$ cat src/touch_average_hysteresis_debounce_defines.svh
// Assertion macros for the touch averaging block.
// Included by the top level; no other dependencies.
`ifndef TOUCH_AVERAGE_HYSTERESIS_DEBOUNCE_DEFINES_SVH
`define TOUCH_AVERAGE_HYSTERESIS_DEBOUNCE_DEFINES_SVH

`ifndef SYNTH
`define TAHD_ASSERT(lbl, prop, msg) \
  lbl: assert property (@(posedge clk_i) disable iff (!rst_ni) prop) else $error(msg);
`define TAHD_ASSERT_ALWAYS(lbl, prop, msg) \
  lbl: assert property (@(posedge clk_i) prop) else $error(msg);
`else
`define TAHD_ASSERT(lbl, prop, msg)
`define TAHD_ASSERT_ALWAYS(lbl, prop, msg)
`endif

`endif

$ cat src/tahd_pkg.sv
// Shared types and register codes for the touch averaging block.
// No dependencies.
package tahd_pkg;

  localparam int unsigned WordW = 16;
  localparam int unsigned FrameW = 32;
  localparam int unsigned LimitW = 8;
  localparam int unsigned CfgIdxW = 3;

  typedef enum logic [CfgIdxW-1:0] {
    CFG_HYST_LOW   = 3'd0,
    CFG_HYST_HIGH  = 3'd1,
    CFG_LOW_WORD   = 3'd2,
    CFG_HIGH_WORD  = 3'd3,
    CFG_DIGITAL    = 3'd4,
    CFG_INVERT     = 3'd5,
    CFG_DEB_LIMIT  = 3'd6
  } tahd_cfg_idx_e;

  typedef struct packed {
    logic [WordW-1:0]  hyst_low;
    logic [WordW-1:0]  hyst_high;
    logic [WordW-1:0]  low_word;
    logic [WordW-1:0]  high_word;
    logic              digital;
    logic              invert;
    logic [LimitW-1:0] deb_limit;
  } tahd_cfg_t;

  typedef struct packed {
    logic              level;
    logic [LimitW-1:0] agree;
    logic              flip;
    logic [WordW-1:0]  word;
  } tahd_dbn_t;

endpackage

$ cat src/tahd_debounce.sv
// Hysteresis test, debounce count and level-to-word mapping for one mean.
// Depends on tahd_pkg.
module tahd_debounce (
  input  tahd_pkg::tahd_cfg_t            cfg_i,
  input  logic [tahd_pkg::WordW-1:0]     mean_i,
  input  logic                           level_i,
  input  logic [tahd_pkg::LimitW-1:0]    agree_i,
  output tahd_pkg::tahd_dbn_t            dbn_o
);
  import tahd_pkg::*;

  logic              qualifies;
  logic [LimitW-1:0] agree_inc;
  logic              flip;
  logic              level_nxt;

  assign qualifies = level_i ? (mean_i >= cfg_i.hyst_high) : (mean_i <= cfg_i.hyst_low);
  assign agree_inc = agree_i + LimitW'(1);
  assign flip      = qualifies && (agree_inc > cfg_i.deb_limit);
  assign level_nxt = level_i ^ flip;

  always_comb begin
    dbn_o.level = level_nxt;
    dbn_o.flip  = flip;
    dbn_o.agree = (qualifies && !flip) ? agree_inc : '0;
    dbn_o.word  = (level_nxt ^ cfg_i.invert) ? cfg_i.low_word : cfg_i.high_word;
  end

endmodule

$ cat src/touch_average_hysteresis_debounce.sv
// Touch sample averaging with hysteresis debounce and status reads.
// Depends on tahd_pkg, tahd_debounce and the assertion macro header.
//
// One item per clock cycle while m_axis_tready_i stays high, through an input
// register, then the state update and result register. Each item
// passes one fixed-reciprocal multiplier (mean of SAMPLES_AVERAGED samples)
// and the debounce compares in that single stage. The input side is ready
// whenever the result register is empty or being taken in the same cycle,
// so s_axis_tready_o follows m_axis_tready_i combinationally. Configuration
// writes are taken every cycle and should only be made while idle.
`include "touch_average_hysteresis_debounce_defines.svh"

module touch_average_hysteresis_debounce #(
  parameter int unsigned SAMPLES_AVERAGED = 8
) (
  input  logic                              clk_i,
  input  logic                              rst_ni,
  // tdata: sample[15:0], frame_count[47:16], clear_transitions[48], zero pad
  input  logic [55:0]                       s_axis_tdata_i,
  // tuser: func[0]
  input  logic                              s_axis_tuser_i,
  input  logic                              s_axis_tvalid_i,
  output logic                              s_axis_tready_o,
  // tdata: public_value[15:0], value_updated[16], reported_level[17],
  //        transition_count[33:18], frames_since_change[49:34], zero pad
  output logic [55:0]                       m_axis_tdata_o,
  output logic                              m_axis_tvalid_o,
  input  logic                              m_axis_tready_i,
  input  logic                              cfg_valid_i,
  output logic                              cfg_ready_o,
  input  logic [tahd_pkg::CfgIdxW-1:0]      cfg_index_i,
  input  logic [tahd_pkg::WordW-1:0]        cfg_data_i
);
  import tahd_pkg::*;

  localparam int unsigned LogN  = $clog2(SAMPLES_AVERAGED);
  localparam int unsigned SumW  = WordW + LogN;
  localparam int unsigned TallyW = (SAMPLES_AVERAGED > 1) ? LogN : 1;
  localparam int unsigned Shift = SumW + LogN;
  localparam int unsigned RecipW = SumW + 1;
  localparam longint unsigned RecipL =
      ((64'd1 << Shift) + 64'(SAMPLES_AVERAGED) - 64'd1) / 64'(SAMPLES_AVERAGED);
  localparam logic [RecipW-1:0] Recip = RecipW'(RecipL);
  localparam logic [TallyW-1:0] TallyLast = TallyW'(SAMPLES_AVERAGED - 1);

  // configuration
  tahd_cfg_t cfg_q;

  assign cfg_ready_o = 1'b1;

  always_ff @(posedge clk_i or negedge rst_ni) begin
    if (!rst_ni) begin
      cfg_q <= '0;
    end else if (cfg_valid_i) begin
      case (cfg_index_i)
        CFG_HYST_LOW:  cfg_q.hyst_low  <= cfg_data_i;
        CFG_HYST_HIGH: cfg_q.hyst_high <= cfg_data_i;
        CFG_LOW_WORD:  cfg_q.low_word  <= cfg_data_i;
        CFG_HIGH_WORD: cfg_q.high_word <= cfg_data_i;
        CFG_DIGITAL:   cfg_q.digital   <= cfg_data_i[0];
        CFG_INVERT:    cfg_q.invert    <= cfg_data_i[0];
        CFG_DEB_LIMIT: cfg_q.deb_limit <= cfg_data_i[LimitW-1:0];
        default: ;
      endcase
    end
  end

  // input register
  logic              in_valid_q;
  logic              in_func_q;
  logic [WordW-1:0]  in_sample_q;
  logic [FrameW-1:0] in_frame_q;
  logic              in_clear_q;
  logic              out_valid_q;
  logic              advance;
  logic              fire;

  assign advance         = !out_valid_q || m_axis_tready_i;
  assign fire            = in_valid_q && advance;
  assign s_axis_tready_o = !in_valid_q || advance;

  always_ff @(posedge clk_i or negedge rst_ni) begin
    if (!rst_ni) begin
      in_valid_q <= 1'b0;
    end else if (s_axis_tready_o) begin
      in_valid_q <= s_axis_tvalid_i;
    end
  end

  always_ff @(posedge clk_i) begin
    if (s_axis_tready_o && s_axis_tvalid_i) begin
      in_func_q   <= s_axis_tuser_i;
      in_sample_q <= s_axis_tdata_i[15:0];
      in_frame_q  <= s_axis_tdata_i[47:16];
      in_clear_q  <= s_axis_tdata_i[48];
    end
  end

  // state
  logic [SumW-1:0]   sum_q,  sum_d;
  logic [TallyW-1:0] tally_q, tally_d;
  logic [WordW-1:0]  held_q, held_d;
  logic              level_q, level_d;
  logic [LimitW-1:0] agree_q, agree_d;
  logic [WordW-1:0]  change_cnt_q, change_cnt_d;
  logic [FrameW-1:0] last_frame_q, last_frame_d;

  logic [SumW-1:0]        sum_acc;
  logic                   done;
  logic [SumW+RecipW-1:0] prod;
  logic [WordW-1:0]       mean;
  tahd_dbn_t              dbn;
  logic                   run_dbn;
  logic [WordW-1:0]       reported_cnt;
  logic [FrameW-1:0]      since_full;
  logic [WordW-1:0]       since;

  assign sum_acc = sum_q + SumW'(in_sample_q);
  assign done    = !in_func_q && (tally_q == TallyLast);
  assign prod    = {{RecipW{1'b0}}, sum_acc} * {{SumW{1'b0}}, Recip};
  assign mean    = prod[Shift +: WordW];
  assign run_dbn = done && cfg_q.digital;

  tahd_debounce u_debounce (
    .cfg_i   (cfg_q),
    .mean_i  (mean),
    .level_i (level_q),
    .agree_i (agree_q),
    .dbn_o   (dbn)
  );

  always_comb begin
    sum_d        = sum_q;
    tally_d      = tally_q;
    held_d       = held_q;
    level_d      = level_q;
    agree_d      = agree_q;
    change_cnt_d = change_cnt_q;
    last_frame_d = last_frame_q;
    if (!in_func_q) begin
      sum_d   = done ? '0 : sum_acc;
      tally_d = done ? '0 : tally_q + TallyW'(1);
    end
    if (done) begin
      held_d = mean;
    end
    if (run_dbn) begin
      held_d  = dbn.word;
      level_d = dbn.level;
      agree_d = dbn.agree;
      if (dbn.flip) begin
        change_cnt_d = change_cnt_q + WordW'(1);
        last_frame_d = in_frame_q;
      end
    end
    reported_cnt = change_cnt_d;
    if (in_func_q && in_clear_q) begin
      change_cnt_d = '0;
    end
    since_full = in_frame_q - last_frame_d;
    since      = (since_full > FrameW'(16'hFFFF)) ? 16'hFFFF : since_full[WordW-1:0];
  end

  always_ff @(posedge clk_i or negedge rst_ni) begin
    if (!rst_ni) begin
      sum_q        <= '0;
      tally_q      <= '0;
      held_q       <= '0;
      level_q      <= 1'b0;
      agree_q      <= '0;
      change_cnt_q <= '0;
      last_frame_q <= '0;
    end else if (fire) begin
      sum_q        <= sum_d;
      tally_q      <= tally_d;
      held_q       <= held_d;
      level_q      <= level_d;
      agree_q      <= agree_d;
      change_cnt_q <= change_cnt_d;
      last_frame_q <= last_frame_d;
    end
  end

  // result register
  logic [55:0] out_data_q;

  always_ff @(posedge clk_i or negedge rst_ni) begin
    if (!rst_ni) begin
      out_valid_q <= 1'b0;
    end else if (advance) begin
      out_valid_q <= in_valid_q;
    end
  end

  always_ff @(posedge clk_i) begin
    if (fire) begin
      out_data_q <= {6'd0, since, reported_cnt, level_d, done, held_d};
    end
  end

  assign m_axis_tvalid_o = out_valid_q;
  assign m_axis_tdata_o  = out_data_q;

  `TAHD_ASSERT(a_tally_range, (tally_q <= TallyLast), "sample tally beyond average length")
  `TAHD_ASSERT(a_level_counts,
    ((level_q != $past(level_q)) |-> (change_cnt_q == $past(change_cnt_q) + WordW'(1))),
    "level changed without counting a transition")
  `TAHD_ASSERT_ALWAYS(a_ready_when_empty, (!out_valid_q |-> s_axis_tready_o),
    "input stalled with empty result register")

endmodule

$ cat config.mk
export PLATFORM = sky130hd
export DESIGN_NAME = touch_average_hysteresis_debounce
export DESIGN_NICKNAME = d
export VERILOG_FILES = /design/src/tahd_pkg.sv /design/src/tahd_debounce.sv /design/src/touch_average_hysteresis_debounce.sv
export VERILOG_INCLUDE_DIRS = /design/src /design/src/src
export SDC_FILE = /design/constraint.sdc
export NUM_CORES = 1
export LEC_CHECK = 0
export ABC_AREA = 1
export BUFFER_PORTS_ARGS = -buffer_cell sky130_fd_sc_hd__buf_2
export CAP_MARGIN = 20
export CORE_MARGIN = 2
export CORE_UTILIZATION = 45
export DETAILED_ROUTE_END_ITERATION = 8
export MAX_ROUTING_LAYER = met4
export PLACE_DENSITY = 0.73
export RECOVER_POWER = 100
export SYNTH_ARGS = -nofsm -noshare
export SYNTH_HDL_FRONTEND = slang
export SYNTH_SLANG_ARGS = --single-unit
$ cat constraint.sdc
create_clock -name clk_i -period 5.4 [get_ports clk_i]
set_input_delay 1.08 -clock clk_i [delete_from_list [all_inputs] [get_ports clk_i]]
set_output_delay 1.08 -clock clk_i [all_outputs]
set_load 0.005 [all_outputs]
==> flow_metrics.py, run 1 <==
metrics = {
    "pwr": {
        "powerDensity_nw_per_um2": 459,
        "p_leak_nw": 9.39,
        "ir_drop_mv": 0.321,
        "finalPower_mw": 8.79,
    },
    "cts": {
        "clockBufferDepth": 3,
        "cts_hold_buf": 0,
        "cts_root_buffer": "clkbuf_16",
        "clock_sinks": 271,
        "cts-buffers-inserted": 30,
        "cts.clk_slew.worst_paths_ns": 0.06,
        "cts_tree": "yes",
        "cts-htree-levels": 1,
        "clkLatencyLatePin_ns": 0.60,
    },
    "timing": {
        "finalMaxSlewViolations": 111,
        "timing.max_slew.rel_slack": -1.89,
        "worst_slack_ns": -0.169,
        "hold_viol": 0,
        "fin_crit_ns": 5.57,
        "worstMarginPinSlew_ns": 4.34,
        "tns_ns": -2.29,
        "fin_hold_ws_ns": 0.481,
        "finalSetupViolCount": 16,
        "skew_ns": 0.0279,
        "post-route-period-util": 1.03,
        "rsz0062_at_grt": "true",
        "fmax_mhz": 180,
    },
    "global_route": {
        "antenna_found_initial": 2,
        "overflow": 0,
        "grt_pass1_vias": 13099,
        "grt_first_pass_wirelength_mm": 66.0,
        "grt_max_degree": 95,
        "grt_usage": 0.236,
    },
    "routing": {
        "wl_met3_mm": 2.76,
        "drt-initial-drc-count": 963,
        "maxUsedRoutingLayer": "met4",
        "met2_length_mm": 18.4,
        "wl_per_cell_um": 15.4,
        "num_vias": 13506,
        "routed_via_density": 5.06,
        "routed_wl_mm": 41.1,
        "first_pass_iters": 5,
        "ant_nets": 0,
        "drc_errors": 0,
        "met1Wirelength_mm": 18.6,
    },
    "yosys": {
        "synth_compound_area_frac": 0.105,
        "synthSimpleGateAreaFrac": 0.223,
        "synth_edf_count": 100,
        "yosys_warnings": 0,
        "netlist_area_sq_um": 15500,
        "async_reset_ff_frac": 0.631,
        "ys.flop_type": "dfrtp_1",
        "syn_avg_cell_area_sq_um": 8.11,
        "seq_area_frac_synth": 0.470,
        "ys_ff_latch": 271,
        "synthXorXnorAreaFrac": 0.0293,
        "synth.area.mux_share": 0.00137,
        "netlist-cell-type-count": 51,
        "synth_top_family_by_area": "simple AND/OR/NAND/NOR gates",
        "synthAdderAreaFrac": 0.0761,
        "synth_cells": 1909,
    },
    "critical_path": {
        "endpoint_kind": "flip-flop",
        "crit_arrival_ns": 5.88,
        "worstPathMaxFanout": 16,
        "cp_common_cell": "nand2_1",
        "crit_family": "simple AND/OR/NAND/NOR gates",
        "critPathBufInv": 6,
        "crit_type": "reg -> reg",
        "max_stage_delay_ns": 0.39,
        "required_ns": 5.71,
        "startpoint_type": "flip-flop",
        "crit_path_top_delay_cell": "dfrtp_1",
        "ff2ff_setup_slack_ns": -0.17,
    },
    "floorplanning": {
        "ioPinCount": 140,
        "die_w_um": 190,
        "initial_core_util": 0.460,
        "dieArea_sq_um": 35900,
        "rows": 67,
        "coreArea_sq_um": 33700,
        "dieHeight_um": 190,
    },
    "placed_design": {
        "dpl.hpwl_mm": 30.0,
        "place_area_sq_um": 17700,
        "gp_congestion": 0.922,
        "port_buffers": 125,
        "place_inst": 2590,
        "place_ws_ns": -0.512,
    },
    "finish": {
        "nets": 2368,
        "areaGrowthSynthToFinish_pct": 23.8,
        "nFillCells": 2985,
        "final_util": 0.569,
        "fin_cells": 2668,
        "final_cell_area_sq_um": 19200,
        "final_layout_size_suffix_gt1_frac": 0.195,
    },
    "status": {
        "status": "finished, violations left",
        "violations": "capacitance limit, slew limit, setup timing",
    },
    "run": {
        "maxCapViolCount": 3,
    },
    "hold_path": {
        "min_path_type": "reg -> reg",
    },
}
Yosys cell counts, drive strengths merged (16+ instances only):
| cell type | number | area share |
|---|---|---|
| nand4 | 35 | 0.015 |
| ha | 91 | 0.074 |
| a21oi | 52 | 0.018 |
| inv | 324 | 0.079 |
| buf | 19 | 0.0082 |
| dfrtp | 171 | 0.28 |
| xor2 | 38 | 0.022 |
| edfxtp | 100 | 0.19 |
| nand2 | 559 | 0.14 |
| clkbuf | 32 | 0.0078 |
| nor2 | 96 | 0.027 |
| o21ai | 206 | 0.067 |
| nor3 | 16 | 0.0058 |
| nand3 | 91 | 0.031 |
layer usage:
metal,up-vias,track usage
li1,6699,-
met1,6289,0.316
met2,429,0.364
met3,89,0.0424
met4,0,0.0766
met5,-,-
cells in the final DEF (no fill, tap or decap), types with 6 or more instances in the layout:
| cell type | n |
|---|---|
| nand3_2 | 8 |
| xor2_1 | 36 |
| nor2_1 | 70 |
| inv_2 | 14 |
| nand3_1 | 83 |
| nor2_2 | 17 |
| nand4_1 | 33 |
| a21oi_1 | 40 |
| buf_12 | 6 |
| nand2_1 | 536 |
| edfxtp_1 | 100 |
| o21ai_1 | 16 |
| buf_2 | 90 |
| nand2_2 | 22 |
| o21ai_0 | 187 |
| a21oi_2 | 12 |
| buf_4 | 161 |
| inv_1 | 310 |
| o22ai_1 | 10 |
| conb_1 | 7 |
| clkinv_2 | 7 |
| clkbuf_16 | 30 |
| dfrtp_1 | 171 |
| ha_1 | 83 |
| xnor2_1 | 13 |
| o21bai_1 | 9 |
| nor3_2 | 8 |
| clkbuf_1 | 41 |
| nor3_1 | 8 |
| nor2_4 | 9 |
| a31oi_1 | 6 |
power by group:
group | internal [mW] | switching [mW] | leakage, nW | total, mW
Combinational | 1.60 | 2.21 | 5.70 | 3.81
Sequential | 2.55 | 0.225 | 3.16 | 2.77
Clock | 1.31 | 0.895 | 0.531 | 2.21
flip-flops by register name, summed over array words and instances (netlist names):
signal	count
cfg_q	74
in_frame_q	32
held_q	16
sum_q	19
in_sample_q	16
last_frame_q	32
change_cnt_q	16
m_axis_tvalid_o	1
tally_q	3
level_q	1
in_clear_q	1
agree_q	8
in_valid_q	1
m_axis_tdata_o	50
in_func_q	1
cell families after synthesis:
group / after synthesis
adder cells (fa/ha/maj): 93
buffers and inverters: 376
flip-flops: 271
XOR/XNOR: 51
AO/OA/AOI/OAI: 302
multiplexers: 2
AND/OR/NAND/NOR: 812
other: 2
final timing paths:
check	start	end	cells past startpoint
max	sum_q[0]$_DFFE_PN0P_	m_axis_tdata_o[38]$_SDFFCE_PN1P_	36
min	last_frame_q[22]$_DFFE_PN0P_	last_frame_q[22]$_DFFE_PN0P_	2
max reg2reg	sum_q[0]$_DFFE_PN0P_	m_axis_tdata_o[38]$_SDFFCE_PN1P_	36
min reg2reg	last_frame_q[22]$_DFFE_PN0P_	last_frame_q[22]$_DFFE_PN0P_	2
max in group asynchronous	rst_ni	change_cnt_q[4]$_DFFE_PN0P_	1
min in group asynchronous	rst_ni	cfg_q[45]$_DFFE_PN0P_	1
worst min-delay path, cell delays in order (launching register included):
cell,delay (ns)
dfrtp_1,0.33
nand2_1,0.05
o21ai_0,0.06
repair_timing:
| item | 4_1_cts | 5_1_grt |
|---|---|---|
| buffers inserted | 11 | 7 |
| endpoints found under the setup margin | 16 | 16 |
| resized for setup | 47 | 48 |
| pin swaps | 12 | 12 |
layout make-up:
cell class,instances,area [sq um],share of cell area
timing repair buffer,299,1960,0.102
sequential,271,7280,0.380
clock buffer,36,803,0.0419
antenna,2,5.00,0.000261
clock inverter,20,272,0.0142
tap,448,561,0.0292
inverter,325,1220,0.0639
multi-input combinational,1267,7060,0.368
No activity file was read; power rests on OpenSTA's default activity.
==> inputs of run 2 (changes only) <==
--- a/config.mk
+++ b/config.mk
@@ -11,6 +11,8 @@
 export CAP_MARGIN = 20
 export CORE_MARGIN = 2
 export CORE_UTILIZATION = 45
+export CTS_BUF_LIST = sky130_fd_sc_hd__clkbuf_4 sky130_fd_sc_hd__clkbuf_8
+export CTS_CLUSTER_DIAMETER = 30
 export DETAILED_ROUTE_END_ITERATION = 8
 export MAX_ROUTING_LAYER = met4
 export PLACE_DENSITY = 0.73
==> flow_metrics.py, run 2 (synthesized netlist as in run 1, its figures left out) <==
metrics = {
    "routing": {
        "routed_via_density": 5.07,
        "routed_wl_mm": 43.9,
        "num_vias": 14079,
        "first_pass_iters": 5,
        "wl_per_cell_um": 15.8,
        "drc_errors": 0,
        "drt-initial-drc-count": 1110,
        "ant_nets": 0,
    },
    "placed_design": {
        "place_ws_ns": -0.512,
        "gp_congestion": 0.922,
        "place_inst": 2590,
        "port_buffers": 125,
        "place_area_sq_um": 17700,
        "dpl.hpwl_mm": 30.0,
    },
    "hold_path": {
        "min_to": "last_frame_q[23]$_DFFE_PN0P_",
        "min_path_type": "reg -> reg",
        "hold_depth": 2,
        "hold_start": "last_frame_q[23]$_DFFE_PN0P_",
    },
    "pwr": {
        "p_leak_nw": 9.91,
        "ir_drop_mv": 0.241,
        "finalPower_mw": 9.88,
        "powerDensity_nw_per_um2": 481,
    },
    "finish": {
        "layout_common_cells": "505 x nand2_1, 305 x inv_1, 194 x buf_4",
        "final_layout_size_suffix_gt1_frac": 0.274,
        "seqCellArea_sq_um": 7280,
        "nFillCells": 2791,
        "final_util": 0.609,
        "multiInputGateArea_sq_um": 7570,
        "areaGrowthSynthToFinish_pct": 32.5,
        "largest_register_ffs": 74,
        "fin_cells": 2776,
        "regMostFlops": "cfg_q",
        "final_cell_area_sq_um": 20500,
        "nets": 2447,
        "layout_commonest_cell": "nand2_1",
    },
    "timing": {
        "finalSetupViolCount": 16,
        "hold_viol": 0,
        "fin_crit_ns": 5.66,
        "rsz0062_at_grt": "true",
        "worstMarginPinSlew_ns": 4.38,
        "skew_ns": 0.0536,
        "post-route-period-util": 1.05,
        "worst_slack_ns": -0.263,
        "fmax_mhz": 177,
        "timing.max_slew.rel_slack": -1.92,
        "finalMaxSlewViolations": 110,
    },
    "cts": {
        "cts-htree-levels": 2,
        "cts_root_buffer": "clkbuf_8",
        "clock_sinks": 271,
        "cts.clk_slew.worst_paths_ns": 0.06,
        "clkLatencyLatePin_ns": 0.68,
        "cts-buffers-inserted": 61,
        "clockBufferDepth": 3,
        "cts_tree": "yes",
    },
    "critical_path": {
        "endpoint_kind": "flip-flop",
        "ff2ff_path_depth": 39,
        "required_ns": 5.80,
        "rr_startpoint": "sum_q[0]$_DFFE_PN0P_",
        "cp_common_cell": "nand2_1",
        "crit_type": "reg -> reg",
        "max_stage_delay_ns": 0.38,
        "worstPathMaxFanout": 12,
        "worstReg2RegEnd": "m_axis_tdata_o[44]$_SDFFCE_PN1P_",
        "ff2ff_setup_slack_ns": -0.26,
        "crit_arrival_ns": 6.06,
        "startpoint_type": "flip-flop",
        "crit_path_top_delay_cell": "dfrtp_1",
    },
    "run": {
        "maxCapViolCount": 3,
    },
    "floorplanning": {
        "die_w_um": 190,
        "dieArea_sq_um": 35900,
        "dieHeight_um": 190,
        "rows": 67,
        "ioPinCount": 140,
        "initial_core_util": 0.460,
        "coreArea_sq_um": 33700,
    },
    "status": {
        "status": "finished, violations left",
        "violations": "capacitance limit, slew limit, setup timing",
    },
    "global_route": {
        "grt_usage": 0.244,
        "grt_first_pass_wirelength_mm": 67.9,
        "antenna_found_initial": 2,
        "grt_pass1_vias": 13708,
        "overflow": 0,
        "grt_max_degree": 95,
    },
}
## run 2: cell count changes in the layout (fill, tap and decap cells not counted), moves of 20 or more
cell / before / now
buf_4: 161 / 194
nand2_2: 22 / 49
clkbuf_8: 3 / 67
clkbuf_16: 30 / 4
nand2_1: 536 / 505
ha_1: 83 / 63
## run 2: layer usage
metal  share of wire  GRT usage
met1            0.44      0.320
met2            0.45      0.367
met3           0.069     0.0504
met4           0.038      0.109
met5               0          -
## run 2: critical path: cells and delay by family (launching register included)
family / cells / cell delay (ns)
AO/OA/AOI/OAI: 4 / 0.53
XOR/XNOR: 1 / 0.21
adder cells (fa/ha/maj): 4 / 1.20
buffers and inverters: 9 / 1.15
flip-flops: 1 / 0.38
AND/OR/NAND/NOR: 21 / 1.93
## run 2: how the worst max path moves through the flow
stage          cells past startpoint                      from                          endpoint  slack, ns
6_report                          39      sum_q[0]$_DFFE_PN0P_  m_axis_tdata_o[44]$_SDFFCE_PN1P_      -0.26
5_1_grt                           39      sum_q[0]$_DFFE_PN0P_  m_axis_tdata_o[40]$_SDFFCE_PN1P_      -0.55
4_1_cts                           40  in_sample_q[0]$_DFFE_PP_  m_axis_tdata_o[43]$_SDFFCE_PN1P_      -0.11
3_5_place_dp                      34  in_sample_q[0]$_DFFE_PP_  m_axis_tdata_o[41]$_SDFFCE_PN1P_      -0.51
3_3_place_gp                      35  in_sample_q[0]$_DFFE_PP_  m_axis_tdata_o[37]$_SDFFCE_PN1P_      -0.37
2_1_floorplan                     36  in_sample_q[0]$_DFFE_PP_  m_axis_tdata_o[39]$_SDFFCE_PN1P_       0.03
## run 2: per-stage QoR
stage | hold WS [ns] | setup TNS (ns)
4_1_cts | 0.443 | -1.28
3_3_place_gp | 0.461 | -5.82
5_1_grt | 0.495 | -8.15
2_1_floorplan | 0.446 | 0
6_report | 0.479 | -3.60
3_5_place_dp | 0.467 | -7.91
## run 2: final cells by class
class | count | area share
Tap cell | 448 | 0.0273
Multi-Input combinational cell | 1267 | 0.369
Antenna cell | 2 | 0.000244
Timing Repair Buffer | 347 | 0.120
Inverter | 325 | 0.0602
Sequential cell | 271 | 0.355
Clock inverter | 42 | 0.0213
Clock buffer | 74 | 0.0475
## run 2: report_power, final
part	total, mW	internal (mW)	switching [mW]
Clock	2.57	1.52	1.05
Sequential	2.80	2.55	0.246
Combinational	4.51	2.01	2.50
## run 2: what timing repair did
action | 4_1_cts | 5_1_grt
endpoints found under the setup margin | 16 | 19
resized for setup | 67 | 167
buffers inserted | 45 | 19
endpoints found under the hold margin | 0 | 0
gates cloned | 2 | 6
pin swaps | 20 | 50
hold buffers | 0 | 0
